**config.mk**
```make
export PLATFORM = sky130hd
export DESIGN_NAME = wheel_speed_command_front_end
export DESIGN_NICKNAME = d
export VERILOG_FILES = /design/src/wsfe_pkg.sv /design/src/wheel_speed_command_front_end.sv /design/src/wsfe_keys.sv
export SDC_FILE = /design/constraint.sdc
export NUM_CORES = 2
export LEC_CHECK = 0
export ABC_AREA = 0
export BUFFER_PORTS_ARGS = -buffer_cell sky130_fd_sc_hd__buf_2
export CORE_UTILIZATION = 60
export CTS_BUF_LIST = sky130_fd_sc_hd__clkbuf_2
export DETAILED_ROUTE_END_ITERATION = 12
export PLACE_DENSITY = 0.78
export SLEW_MARGIN = 20
export SYNTH_ARGS = -nofsm -noshare
export SYNTH_HDL_FRONTEND = slang
export SYNTH_SLANG_ARGS = --single-unit
```
**constraint.sdc**
```tcl
create_clock -name clk -period 11.22 [get_ports clk]
set_input_delay 0.561 -clock clk [delete_from_list [all_inputs] [get_ports clk]]
set_output_delay 0.561 -clock clk [all_outputs]
set_load 0.02 [all_outputs]
```
**src/wsfe_pkg.sv**
```systemverilog
// Shared types, constants and helper functions of the wheel speed command front end.
package wsfe_pkg;

	localparam int KEY_NUMBER  = 6;
	localparam int MILLI_SCALE = 1000;

	localparam int CMD_W     = 12;
	localparam int CPR_W     = 12;
	localparam int STEP_W    = 10;
	localparam int DEB_W     = 3;
	localparam int PPS_W     = 14;
	localparam int SPEED_W   = 16;
	localparam int AVG_W     = 15;
	localparam int CFG_IDX_W = 3;
	localparam int CFG_DAT_W = 12;

	localparam int PPS_LIMIT = (2 ** PPS_W) - 1;

	localparam int PROD_W      = CMD_W + CPR_W;
	localparam int RECIP_SHIFT = PROD_W + $clog2(MILLI_SCALE);
	localparam int RECIP_W     = PROD_W + 2;
	localparam int WIDE_W      = PROD_W + RECIP_W;
	localparam int QUOT_W      = WIDE_W - RECIP_SHIFT;
	localparam longint unsigned RECIP_MULT =
		((64'd1 << RECIP_SHIFT) + MILLI_SCALE - 1) / MILLI_SCALE;

	localparam logic [CPR_W-1:0]  CPR_RESET          = CPR_W'(500);
	localparam logic [STEP_W-1:0] RAMP_STEP_RESET    = STEP_W'(50);
	localparam logic [STEP_W-1:0] COMMAND_STEP_RESET = STEP_W'(200);
	localparam logic [CMD_W-1:0]  COMMAND_MIN_RESET  = CMD_W'(200);
	localparam logic [CMD_W-1:0]  COMMAND_MAX_RESET  = CMD_W'(3000);
	localparam logic [DEB_W-1:0]  DEBOUNCE_RESET     = DEB_W'(3);
	localparam logic [CMD_W-1:0]  COMMAND_RESET      = CMD_W'(800);
	localparam logic [DEB_W-1:0]  COUNT_RESET        = DEB_W'(3);
	localparam logic [DEB_W-1:0]  COUNT_ONE          = DEB_W'(1);

	localparam int KEY_START   = 0;
	localparam int KEY_RAISE   = 1;
	localparam int KEY_LOWER   = 2;
	localparam int KEY_STOP    = 3;
	localparam int KEY_REVERSE = 4;
	localparam int KEY_RESET   = 5;

	localparam logic FUNC_POLL = 1'b0;
	localparam logic FUNC_TICK = 1'b1;

	typedef enum logic [CFG_IDX_W-1:0] {
		CFG_COUNTS_PER_REV = 3'd0,
		CFG_RAMP_STEP      = 3'd1,
		CFG_COMMAND_STEP   = 3'd2,
		CFG_COMMAND_MIN    = 3'd3,
		CFG_COMMAND_MAX    = 3'd4,
		CFG_DEBOUNCE       = 3'd5
	} cfg_index_t;

	typedef struct packed {
		logic                      func;
		logic [KEY_NUMBER-1:0]     key_levels;
		logic signed [SPEED_W-1:0] left_speed;
		logic signed [SPEED_W-1:0] right_speed;
	} req_t;

	typedef struct packed {
		logic             running;
		logic             forward;
		logic [CMD_W-1:0] command_milli_rps;
		logic [PPS_W-1:0] target_pps;
		logic [AVG_W-1:0] left_filtered;
		logic [AVG_W-1:0] right_filtered;
		logic             controllers_reset;
		logic             drive_active;
	} rsp_t;

	typedef struct packed {
		logic [CPR_W-1:0]  counts_per_rev;
		logic [STEP_W-1:0] ramp_step;
		logic [STEP_W-1:0] command_step;
		logic [CMD_W-1:0]  command_min;
		logic [CMD_W-1:0]  command_max;
		logic [DEB_W-1:0]  debounce_samples;
	} cfg_t;

	typedef struct packed {
		logic             running;
		logic             forward;
		logic [CMD_W-1:0] command;
		logic             cleared;
	} key_result_t;

	// Steps the command up or down and clamps it, lower bound checked first.
	function automatic logic [CMD_W-1:0] clamp_command(
		input logic [CMD_W-1:0]  cmd,
		input logic [STEP_W-1:0] step,
		input logic              up,
		input logic [CMD_W-1:0]  lo,
		input logic [CMD_W-1:0]  hi
	);
		logic signed [CMD_W+1:0] v;
		logic [CMD_W-1:0]        r;
		if (up) begin
			v = $signed({2'b00, cmd}) + $signed((CMD_W+2)'(step));
		end else begin
			v = $signed({2'b00, cmd}) - $signed((CMD_W+2)'(step));
		end
		if (v < $signed({2'b00, lo})) begin
			r = lo;
		end else if (v > $signed({2'b00, hi})) begin
			r = hi;
		end else begin
			r = v[CMD_W-1:0];
		end
		return r;
	endfunction

	// Divides the product by the milli scale through a reciprocal and saturates.
	function automatic logic [PPS_W-1:0] to_pps(input logic [PROD_W-1:0] prod);
		logic [WIDE_W-1:0] wide;
		logic [QUOT_W-1:0] quot;
		logic [PPS_W-1:0]  r;
		wide = WIDE_W'(prod) * WIDE_W'(RECIP_MULT);
		quot = wide[WIDE_W-1:RECIP_SHIFT];
		if (quot > QUOT_W'(PPS_LIMIT)) begin
			r = PPS_W'(PPS_LIMIT);
		end else begin
			r = quot[PPS_W-1:0];
		end
		return r;
	endfunction

	// Quarter-step filter on the speed magnitude, with the quotient truncated toward zero.
	function automatic logic [AVG_W-1:0] quarter_filter(
		input logic [AVG_W-1:0]          avg,
		input logic signed [SPEED_W-1:0] speed
	);
		logic signed [SPEED_W+1:0] mag;
		logic signed [SPEED_W+1:0] diff;
		logic signed [SPEED_W+1:0] quarter;
		logic signed [SPEED_W+1:0] sum;
		mag = (SPEED_W+2)'(speed);
		if (mag < 0) begin
			mag = -mag;
		end
		diff = mag - $signed((SPEED_W+2)'(avg));
		if (diff < 0) begin
			quarter = -((-diff) >>> 2);
		end else begin
			quarter = diff >>> 2;
		end
		sum = $signed((SPEED_W+2)'(avg)) + quarter;
		return sum[AVG_W-1:0];
	endfunction

endpackage

```
**src/wheel_speed_command_front_end.sv**
```systemverilog
// Top level of the wheel speed command front end: pipeline, speed conversion, ramp and filters.
//
// One request is taken per clock cycle while the pipeline is not held, and its result moves
// stage by stage to the output register. The pipeline has three stages ahead of the result
// register: the first runs key debounce and key actions and forms the product of the speed
// command and the counts per revolution, the second divides that product by the milli
// scale with a reciprocal multiply, and the third runs the ramp and the speed filters. Each
// stage holds its request while the next one is full, so a result waiting in the output
// register does not stop new requests until all stages are occupied. Configuration writes
// are taken in every cycle and must only be issued while no request is in flight.
module wheel_speed_command_front_end (
	input  logic                             clk,
	input  logic                             arst_n,
	input  logic                             req_valid,
	output logic                             req_ready,
	input  wsfe_pkg::req_t                   req_data,
	output logic                             rsp_valid,
	input  logic                             rsp_ready,
	output wsfe_pkg::rsp_t                   rsp_data,
	input  logic                             cfg_valid,
	output logic                             cfg_ready,
	input  logic [wsfe_pkg::CFG_IDX_W-1:0]   cfg_index,
	input  logic [wsfe_pkg::CFG_DAT_W-1:0]   cfg_data
);

	wsfe_pkg::cfg_t cfg_q;

	logic go_out;
	logic go3;
	logic go2;
	logic go1;

	logic                  valid_s1;
	wsfe_pkg::req_t        req_s1;
	wsfe_pkg::key_result_t key_res;
	logic                  sample;
	logic                  commit;
	logic [wsfe_pkg::PROD_W-1:0] prod_cmd;
	logic [wsfe_pkg::PROD_W-1:0] prod_max;

	logic                              valid_s2;
	logic                              tick_s2;
	logic signed [wsfe_pkg::SPEED_W-1:0] left_s2;
	logic signed [wsfe_pkg::SPEED_W-1:0] right_s2;
	wsfe_pkg::key_result_t             key_res_s2;
	logic [wsfe_pkg::PROD_W-1:0]       prod_cmd_s2;
	logic [wsfe_pkg::PROD_W-1:0]       prod_max_s2;

	logic                              valid_s3;
	logic                              tick_s3;
	logic signed [wsfe_pkg::SPEED_W-1:0] left_s3;
	logic signed [wsfe_pkg::SPEED_W-1:0] right_s3;
	wsfe_pkg::key_result_t             key_res_s3;
	logic [wsfe_pkg::PPS_W-1:0]        cmd_pps_s3;
	logic [wsfe_pkg::PPS_W-1:0]        ceil_pps_s3;

	logic [wsfe_pkg::PPS_W-1:0] ramp_q;
	logic [wsfe_pkg::AVG_W-1:0] left_avg_q;
	logic [wsfe_pkg::AVG_W-1:0] right_avg_q;
	logic [wsfe_pkg::PPS_W-1:0] ramp_d;
	logic [wsfe_pkg::AVG_W-1:0] left_avg_d;
	logic [wsfe_pkg::AVG_W-1:0] right_avg_d;

	logic signed [wsfe_pkg::PPS_W+1:0] t_w;
	logic signed [wsfe_pkg::PPS_W+1:0] c_w;
	logic signed [wsfe_pkg::PPS_W+1:0] ceil_w;
	logic signed [wsfe_pkg::PPS_W+1:0] up_w;
	logic signed [wsfe_pkg::PPS_W+1:0] dn_w;

	logic           rsp_valid_q;
	wsfe_pkg::rsp_t rsp_q;
	wsfe_pkg::rsp_t rsp_d;

	assign cfg_ready = 1'b1;

	always_ff @(posedge clk or negedge arst_n) begin
		if (!arst_n) begin
			cfg_q.counts_per_rev   <= wsfe_pkg::CPR_RESET;
			cfg_q.ramp_step        <= wsfe_pkg::RAMP_STEP_RESET;
			cfg_q.command_step     <= wsfe_pkg::COMMAND_STEP_RESET;
			cfg_q.command_min      <= wsfe_pkg::COMMAND_MIN_RESET;
			cfg_q.command_max      <= wsfe_pkg::COMMAND_MAX_RESET;
			cfg_q.debounce_samples <= wsfe_pkg::DEBOUNCE_RESET;
		end else if (cfg_valid && cfg_ready) begin
			case (cfg_index)
				wsfe_pkg::CFG_COUNTS_PER_REV: begin
					cfg_q.counts_per_rev <= cfg_data[wsfe_pkg::CPR_W-1:0];
				end
				wsfe_pkg::CFG_RAMP_STEP: begin
					cfg_q.ramp_step <= cfg_data[wsfe_pkg::STEP_W-1:0];
				end
				wsfe_pkg::CFG_COMMAND_STEP: begin
					cfg_q.command_step <= cfg_data[wsfe_pkg::STEP_W-1:0];
				end
				wsfe_pkg::CFG_COMMAND_MIN: begin
					cfg_q.command_min <= cfg_data[wsfe_pkg::CMD_W-1:0];
				end
				wsfe_pkg::CFG_COMMAND_MAX: begin
					cfg_q.command_max <= cfg_data[wsfe_pkg::CMD_W-1:0];
				end
				wsfe_pkg::CFG_DEBOUNCE: begin
					cfg_q.debounce_samples <= cfg_data[wsfe_pkg::DEB_W-1:0];
				end
				default: begin
				end
			endcase
		end
	end

	assign go_out    = !rsp_valid_q || rsp_ready;
	assign go3       = !valid_s3 || go_out;
	assign go2       = !valid_s2 || go3;
	assign go1       = !valid_s1 || go2;
	assign req_ready = go1;

	always_ff @(posedge clk or negedge arst_n) begin
		if (!arst_n) begin
			valid_s1 <= 1'b0;
		end else if (go1) begin
			valid_s1 <= req_valid;
		end
	end

	always_ff @(posedge clk) begin
		if (req_valid && go1) begin
			req_s1 <= req_data;
		end
	end

	assign sample = valid_s1 && (req_s1.func == wsfe_pkg::FUNC_POLL);
	assign commit = sample && go2;

	wsfe_keys u_keys (
		.clk    (clk),
		.arst_n (arst_n),
		.cfg    (cfg_q),
		.keys   (req_s1.key_levels),
		.sample (sample),
		.commit (commit),
		.result (key_res)
	);

	assign prod_cmd = wsfe_pkg::PROD_W'(key_res.command) *
		wsfe_pkg::PROD_W'(cfg_q.counts_per_rev);
	assign prod_max = wsfe_pkg::PROD_W'(cfg_q.command_max) *
		wsfe_pkg::PROD_W'(cfg_q.counts_per_rev);

	always_ff @(posedge clk or negedge arst_n) begin
		if (!arst_n) begin
			valid_s2 <= 1'b0;
		end else if (go2) begin
			valid_s2 <= valid_s1;
		end
	end

	always_ff @(posedge clk) begin
		if (valid_s1 && go2) begin
			tick_s2     <= (req_s1.func == wsfe_pkg::FUNC_TICK);
			left_s2     <= req_s1.left_speed;
			right_s2    <= req_s1.right_speed;
			key_res_s2  <= key_res;
			prod_cmd_s2 <= prod_cmd;
			prod_max_s2 <= prod_max;
		end
	end

	always_ff @(posedge clk or negedge arst_n) begin
		if (!arst_n) begin
			valid_s3 <= 1'b0;
		end else if (go3) begin
			valid_s3 <= valid_s2;
		end
	end

	always_ff @(posedge clk) begin
		if (valid_s2 && go3) begin
			tick_s3     <= tick_s2;
			left_s3     <= left_s2;
			right_s3    <= right_s2;
			key_res_s3  <= key_res_s2;
			cmd_pps_s3  <= wsfe_pkg::to_pps(prod_cmd_s2);
			ceil_pps_s3 <= wsfe_pkg::to_pps(prod_max_s2);
		end
	end

	// Ramp toward the command; going down, the target is held between command and ceiling.
	always_comb begin
		t_w    = $signed((wsfe_pkg::PPS_W+2)'(ramp_q));
		c_w    = $signed((wsfe_pkg::PPS_W+2)'(cmd_pps_s3));
		ceil_w = $signed((wsfe_pkg::PPS_W+2)'(ceil_pps_s3));
		up_w   = t_w + $signed((wsfe_pkg::PPS_W+2)'(cfg_q.ramp_step));
		dn_w   = t_w - $signed((wsfe_pkg::PPS_W+2)'(cfg_q.ramp_step));
		ramp_d      = ramp_q;
		left_avg_d  = left_avg_q;
		right_avg_d = right_avg_q;
		if (tick_s3) begin
			left_avg_d  = wsfe_pkg::quarter_filter(left_avg_q, left_s3);
			right_avg_d = wsfe_pkg::quarter_filter(right_avg_q, right_s3);
			if (key_res_s3.running) begin
				if (t_w < c_w) begin
					ramp_d = (up_w > c_w) ? cmd_pps_s3 : up_w[wsfe_pkg::PPS_W-1:0];
				end else if (t_w > c_w) begin
					if (dn_w < c_w) begin
						ramp_d = cmd_pps_s3;
					end else if (dn_w > ceil_w) begin
						ramp_d = ceil_pps_s3;
					end else begin
						ramp_d = dn_w[wsfe_pkg::PPS_W-1:0];
					end
				end
			end
		end else if (key_res_s3.cleared) begin
			ramp_d = '0;
		end
	end

	always_comb begin
		rsp_d.running           = key_res_s3.running;
		rsp_d.forward           = key_res_s3.forward;
		rsp_d.command_milli_rps = key_res_s3.command;
		rsp_d.target_pps        = ramp_d;
		rsp_d.left_filtered     = left_avg_d;
		rsp_d.right_filtered    = right_avg_d;
		rsp_d.controllers_reset = key_res_s3.cleared;
		rsp_d.drive_active      = tick_s3 && key_res_s3.running;
	end

	always_ff @(posedge clk or negedge arst_n) begin
		if (!arst_n) begin
			ramp_q      <= '0;
			left_avg_q  <= '0;
			right_avg_q <= '0;
			rsp_valid_q <= 1'b0;
		end else begin
			if (valid_s3 && go_out) begin
				ramp_q      <= ramp_d;
				left_avg_q  <= left_avg_d;
				right_avg_q <= right_avg_d;
			end
			if (go_out) begin
				rsp_valid_q <= valid_s3;
			end
		end
	end

	always_ff @(posedge clk) begin
		if (valid_s3 && go_out) begin
			rsp_q <= rsp_d;
		end
	end

	assign rsp_valid = rsp_valid_q;
	assign rsp_data  = rsp_q;

	a_drive_only_running: assert property (@(posedge clk) disable iff (!arst_n)
		rsp_valid && rsp_data.drive_active |-> rsp_data.running && !rsp_data.controllers_reset)
		else $error("Drive active without running or together with a controller reset.");

	a_stopped_target_zero: assert property (@(posedge clk) disable iff (!arst_n)
		rsp_valid && !rsp_data.running |-> rsp_data.target_pps == '0)
		else $error("Target is not zero while the drive is stopped.");

	a_clear_target_zero: assert property (@(posedge clk) disable iff (!arst_n)
		rsp_valid && rsp_data.controllers_reset |-> rsp_data.target_pps == '0)
		else $error("Controller reset left a nonzero target.");

	a_s1_holds: assert property (@(posedge clk) disable iff (!arst_n)
		valid_s1 && !go2 |=> valid_s1 && $stable(req_s1))
		else $error("First stage lost or changed a stalled request.");

endmodule

```
**src/wsfe_keys.sv**
```systemverilog
// Key debounce and key actions on the run flag, direction and speed command.
module wsfe_keys (
	input  logic                             clk,
	input  logic                             arst_n,
	input  wsfe_pkg::cfg_t                   cfg,
	input  logic [wsfe_pkg::KEY_NUMBER-1:0]  keys,
	input  logic                             sample,
	input  logic                             commit,
	output wsfe_pkg::key_result_t            result
);

	logic [wsfe_pkg::KEY_NUMBER-1:0] last_q;
	logic [wsfe_pkg::KEY_NUMBER-1:0] stable_q;
	logic [wsfe_pkg::DEB_W-1:0]      cnt_q [wsfe_pkg::KEY_NUMBER];
	logic [wsfe_pkg::DEB_W-1:0]      cnt_d [wsfe_pkg::KEY_NUMBER];
	logic [wsfe_pkg::KEY_NUMBER-1:0] take;
	logic                            run_q;
	logic                            dir_q;
	logic [wsfe_pkg::CMD_W-1:0]      cmd_q;
	logic                            run_d;
	logic                            dir_d;
	logic [wsfe_pkg::CMD_W-1:0]      cmd_d;
	logic                            cleared;

	always_comb begin
		for (int i = 0; i < wsfe_pkg::KEY_NUMBER; i++) begin
			if (keys[i] != last_q[i]) begin
				cnt_d[i] = wsfe_pkg::COUNT_ONE;
			end else if (cnt_q[i] < cfg.debounce_samples) begin
				cnt_d[i] = cnt_q[i] + wsfe_pkg::COUNT_ONE;
			end else begin
				cnt_d[i] = cnt_q[i];
			end
			take[i] = (keys[i] == last_q[i]) && (cnt_d[i] == cfg.debounce_samples) &&
				(stable_q[i] != keys[i]);
		end
	end

	// Newly stable presses act in key order, so later keys see earlier changes.
	always_comb begin
		run_d   = run_q;
		dir_d   = dir_q;
		cmd_d   = cmd_q;
		cleared = 1'b0;
		for (int k = 0; k < wsfe_pkg::KEY_NUMBER; k++) begin
			if (sample && take[k] && keys[k]) begin
				case (k)
					wsfe_pkg::KEY_START: begin
						run_d   = 1'b1;
						cleared = 1'b1;
					end
					wsfe_pkg::KEY_RAISE: begin
						cmd_d = wsfe_pkg::clamp_command(cmd_d, cfg.command_step, 1'b1,
							cfg.command_min, cfg.command_max);
					end
					wsfe_pkg::KEY_LOWER: begin
						cmd_d = wsfe_pkg::clamp_command(cmd_d, cfg.command_step, 1'b0,
							cfg.command_min, cfg.command_max);
					end
					wsfe_pkg::KEY_STOP: begin
						run_d   = 1'b0;
						cleared = 1'b1;
					end
					wsfe_pkg::KEY_REVERSE: begin
						run_d   = 1'b0;
						dir_d   = ~dir_d;
						cleared = 1'b1;
					end
					wsfe_pkg::KEY_RESET: begin
						cleared = 1'b1;
					end
					default: begin
					end
				endcase
			end
		end
	end

	assign result.running = run_d;
	assign result.forward = dir_d;
	assign result.command = cmd_d;
	assign result.cleared = cleared;

	always_ff @(posedge clk or negedge arst_n) begin
		if (!arst_n) begin
			last_q   <= '0;
			stable_q <= '0;
			for (int i = 0; i < wsfe_pkg::KEY_NUMBER; i++) begin
				cnt_q[i] <= wsfe_pkg::COUNT_RESET;
			end
			run_q <= 1'b0;
			dir_q <= 1'b1;
			cmd_q <= wsfe_pkg::COMMAND_RESET;
		end else if (commit) begin
			last_q <= keys;
			for (int i = 0; i < wsfe_pkg::KEY_NUMBER; i++) begin
				cnt_q[i] <= cnt_d[i];
				if (take[i]) begin
					stable_q[i] <= keys[i];
				end
			end
			run_q <= run_d;
			dir_q <= dir_d;
			cmd_q <= cmd_d;
		end
	end

endmodule

```
==> results.ini <==
[status]
status=complete, but fails checks
failed_checks=setup timing

[worst_setup_path]
timing.critical_path.from_type=flip-flop
cp_top_family=adder cells
timing.critical_path.buf_inv=6
worstSetupEndpointType=flip-flop
critical_path.max_fanout=8
crit_type=flip-flop to flip-flop
critPathRequiredTime_ns=12.29
crit_slowest_cell=sky130_fd_sc_hd__fa_1
worst_endpoint_data_arrival_time_ns=13.01
cpPeakStageDelay_ns=0.56

[sta]
maxSlewViolCount=0
tightest_slew_ns=1.10
final-setup-viol-count=8
postLayoutSetupSlackWorst_ns=-0.722
timing.slew.headroom_pct=26.9
whs_ns=0.0994
rsz0062_at_grt=true
final-hold-violation-count=0
timing.final.crit_share_pct=106
fmax_mhz=83.7
finalWorstPathRequiredPeriod_ns=11.94
clock_skew_ns=0.116

[route]
drtPass1Iterations=6
initialDrtViolationCount=2702
detail_route.wirelength.met1_um=55900
vias=41000
met3_length_um=9250
detail_route.wl_per_cell_um=19.2
routed_via_density=5.78
drcViolationCount=0
antenna_left=0
top_signal_layer_used=met5
met2WireLength_um=65100
detail_route.wirelength_um=136000

[synthesis]
synth_largest_type_area_fraction_pct=21.2
syn_area_um2=52800
synth_cells=5362
ys_warn_count=0
synth_top_cell_by_area=sky130_fd_sc_hd__fa_1
synth_async_sr_flop_share_pct=35.8
post_synthesis_register_bit_count=422
synth_cell_type_count=101
synth_top_flop_cell=sky130_fd_sc_hd__edfxtp_1
synth_nets=6834
synth-seq-area-share_pct=22.7
postSynthAreaPerCell_um2=9.84
number_of_flops_mapped_to_enable_cells_by_yosys=271
synth_top_cells_by_area=sky130_fd_sc_hd__fa_1, sky130_fd_sc_hd__ha_1, sky130_fd_sc_hd__edfxtp_1, sky130_fd_sc_hd__inv_1, sky130_fd_sc_hd__dfrtp_1

[grt]
first_global_vias=42700
grt_pass1_wl_um=220000
largest_net_degree_at_the_start_of_global_routing=72
grt_overflow_total=0
antenna_found_initial=7
groute.usage.overall_pct=31.2

[clock_tree]
cts.path.max_buffers=3
cts_tree=yes
clk_root_buffer_cell=sky130_fd_sc_hd__clkbuf_2
clkTransAtPathRegs_ns=0.13
worstSkewPairLatency_ns=1.36
number_of_buffers_created_by_cts=113
tritoncts_num_sinks=422
cts_max_level=3

[placed_design]
portBuffers=120
finalWeightedCongestion=1.01
post-dp-hpwl_um=105000

[floorplan]
die_width_um=299
die_height_um=299
floorplan.die_area_um2=89200
floorplan.initialDensity_pct=60.8
ioPinCount=122
core_region_area_um2=86900
rows=108

[min_path]
hold_class=input pin to flip-flop

[run]
timing.max_cap.violations=0

[final_layout]
drive_above_1_share_pct=14.8
areaGrowthSynthToFinish_pct=12.7
final_nets=7298

-- tightest hold or removal path, stage by stage --
cell and delay [ns]:
sky130_fd_sc_hd__dlygate4sd3_1 0.52, sky130_fd_sc_hd__buf_2 0.14, sky130_fd_sc_hd__mux2_2 0.15
-- state kept, by name, summed over array words and instances, names as in the netlist, 6 cells and up --
register         flops
ceil_pps_s3         14
cfg_q               59
cmd_pps_s3          14
key_res_s2          15
key_res_s3          15
left_avg_q          15
left_s2             16
left_s3             16
prod_cmd_s2         24
prod_max_s2         24
ramp_q              14
req_s1              39
right_avg_q         15
right_s2            16
right_s3            16
rsp_data            60
u_keys.cmd_q        12
u_keys.cnt_q        18
u_keys.last_q        6
u_keys.stable_q      6
-- final timing paths --
check                                start                 end  slack [ns]  cells past startpoint
setup / recovery           u_keys.cmd_q[0]     prod_cmd_s2[23]       -0.72                     52
hold / removal                cfg_data[10]           cfg_q[25]         0.1                      3
setup reg to reg           u_keys.cmd_q[0]     prod_cmd_s2[23]       -0.72                     52
hold reg to reg             key_res_s2[12]      key_res_s3[12]        0.38                      0
max in group asynchronous           arst_n  u_keys.stable_q[1]        9.83                      4
min in group asynchronous           arst_n  u_keys.stable_q[4]        0.42                      4
-- layer usage --
metal	global-route usage, %	vias up
li1	-	19100
met1	40.0	20100
met2	52.2	1387
met3	5.66	370
met4	12.5	6
met5	0	-
-- area by class of cell --
type / count / area (um^2)
Tap cell: 1155 / 1450
Clock inverter: 53 / 375
Inverter: 985 / 3700
Timing Repair Buffer: 492 / 3780
Sequential cell: 422 / 12000
Multi-Input combinational cell: 3812 / 37400
Clock buffer: 163 / 816
Fill cell: 6603 / 27400
Antenna cell: 3 / 7.51
-- cell usage after synthesis, types with 67 or more instances --
library cell / instances
sky130_fd_sc_hd__a21o_1: 67
sky130_fd_sc_hd__a21oi_1: 197
sky130_fd_sc_hd__and2_1: 108
sky130_fd_sc_hd__clkbuf_1: 112
sky130_fd_sc_hd__dfrtp_1: 111
sky130_fd_sc_hd__edfxtp_1: 271
sky130_fd_sc_hd__fa_1: 558
sky130_fd_sc_hd__ha_1: 855
sky130_fd_sc_hd__inv_1: 983
sky130_fd_sc_hd__nand2_1: 455
sky130_fd_sc_hd__nand3_1: 94
sky130_fd_sc_hd__nor2_1: 183
sky130_fd_sc_hd__nor3_1: 77
sky130_fd_sc_hd__o21ai_0: 215
sky130_fd_sc_hd__xnor2_1: 155
-- logic make-up after synthesis --
logic type | count (synthesis) | share of synthesized area, %
adders and majority gates | 1413 | 41.4
and+or+nand+nor | 1182 | 10.9
buffers and inverters | 1128 | 8.10
AOI/OAI and AO/OA | 924 | 11.7
DFF | 422 | 22.7
xor gates and xnor gates | 206 | 3.42
muxes | 86 | 1.78
other | 1 | 0.00710
-- repair_timing --
action	in CTS	in global routing
pin swaps	15	57
buffers inserted	13	18
setup endpoints to repair	14	16
endpoints found under the hold margin	237	0
gates resized for setup	44	122
hold buffers	119	0
-- stage by stage --
| step | setup TNS, ns | utilization (%) | setup WS (ns) | instances | cell area (um^2) |
|---|---|---|---|---|---|
| 4_1_cts | -2.08 | 67.7 | -0.614 | 7065 | 58800 |
| 3_5_place_dp | -7.35 | 64.6 | -1.18 | 6717 | 56200 |
| 2_1_floorplan | -0.357 | - | -0.191 | 5362 | 53000 |
| 6_report | -2.94 | 68.5 | -0.722 | 7085 | 59500 |
| 3_3_place_gp | -4.15 | 64.6 | -0.847 | 6717 | 56200 |
| 5_1_grt | -7.07 | 68.5 | -1.07 | 7084 | 59500 |
-- cells in the final DEF, fill, tap and decap left out, types with 21 or more instances in the layout --
cell type,count
sky130_fd_sc_hd__clkbuf_2,163
sky130_fd_sc_hd__o211a_1,23
sky130_fd_sc_hd__o21a_1,40
sky130_fd_sc_hd__xor2_1,51
sky130_fd_sc_hd__and2_1,102
sky130_fd_sc_hd__nand2b_1,40
sky130_fd_sc_hd__or3_1,21
sky130_fd_sc_hd__o211ai_1,61
sky130_fd_sc_hd__fa_1,550
sky130_fd_sc_hd__nor2b_1,39
sky130_fd_sc_hd__nand4_1,29
sky130_fd_sc_hd__nand3_1,90
sky130_fd_sc_hd__mux2i_1,23
sky130_fd_sc_hd__a21oi_1,182
sky130_fd_sc_hd__nor3_1,70
sky130_fd_sc_hd__mux2_2,58
sky130_fd_sc_hd__o21bai_1,26
sky130_fd_sc_hd__a211oi_1,33
sky130_fd_sc_hd__nand2_1,445
sky130_fd_sc_hd__a31oi_1,40
sky130_fd_sc_hd__o21ai_0,199
sky130_fd_sc_hd__a21o_1,67
sky130_fd_sc_hd__buf_2,119
sky130_fd_sc_hd__nor2_1,175
sky130_fd_sc_hd__dlygate4sd3_1,118
sky130_fd_sc_hd__o31ai_1,29
sky130_fd_sc_hd__xnor2_1,153
sky130_fd_sc_hd__inv_1,973
sky130_fd_sc_hd__dfrtp_1,111
sky130_fd_sc_hd__edfxtp_1,271
sky130_fd_sc_hd__buf_4,236
sky130_fd_sc_hd__dfstp_2,40
sky130_fd_sc_hd__ha_1,832
sky130_fd_sc_hd__and3_1,23
sky130_fd_sc_hd__clkinv_1,26
Power is not shown: default switching activity piles up to over one toggle a cycle in this logic, so the estimate is an artifact.
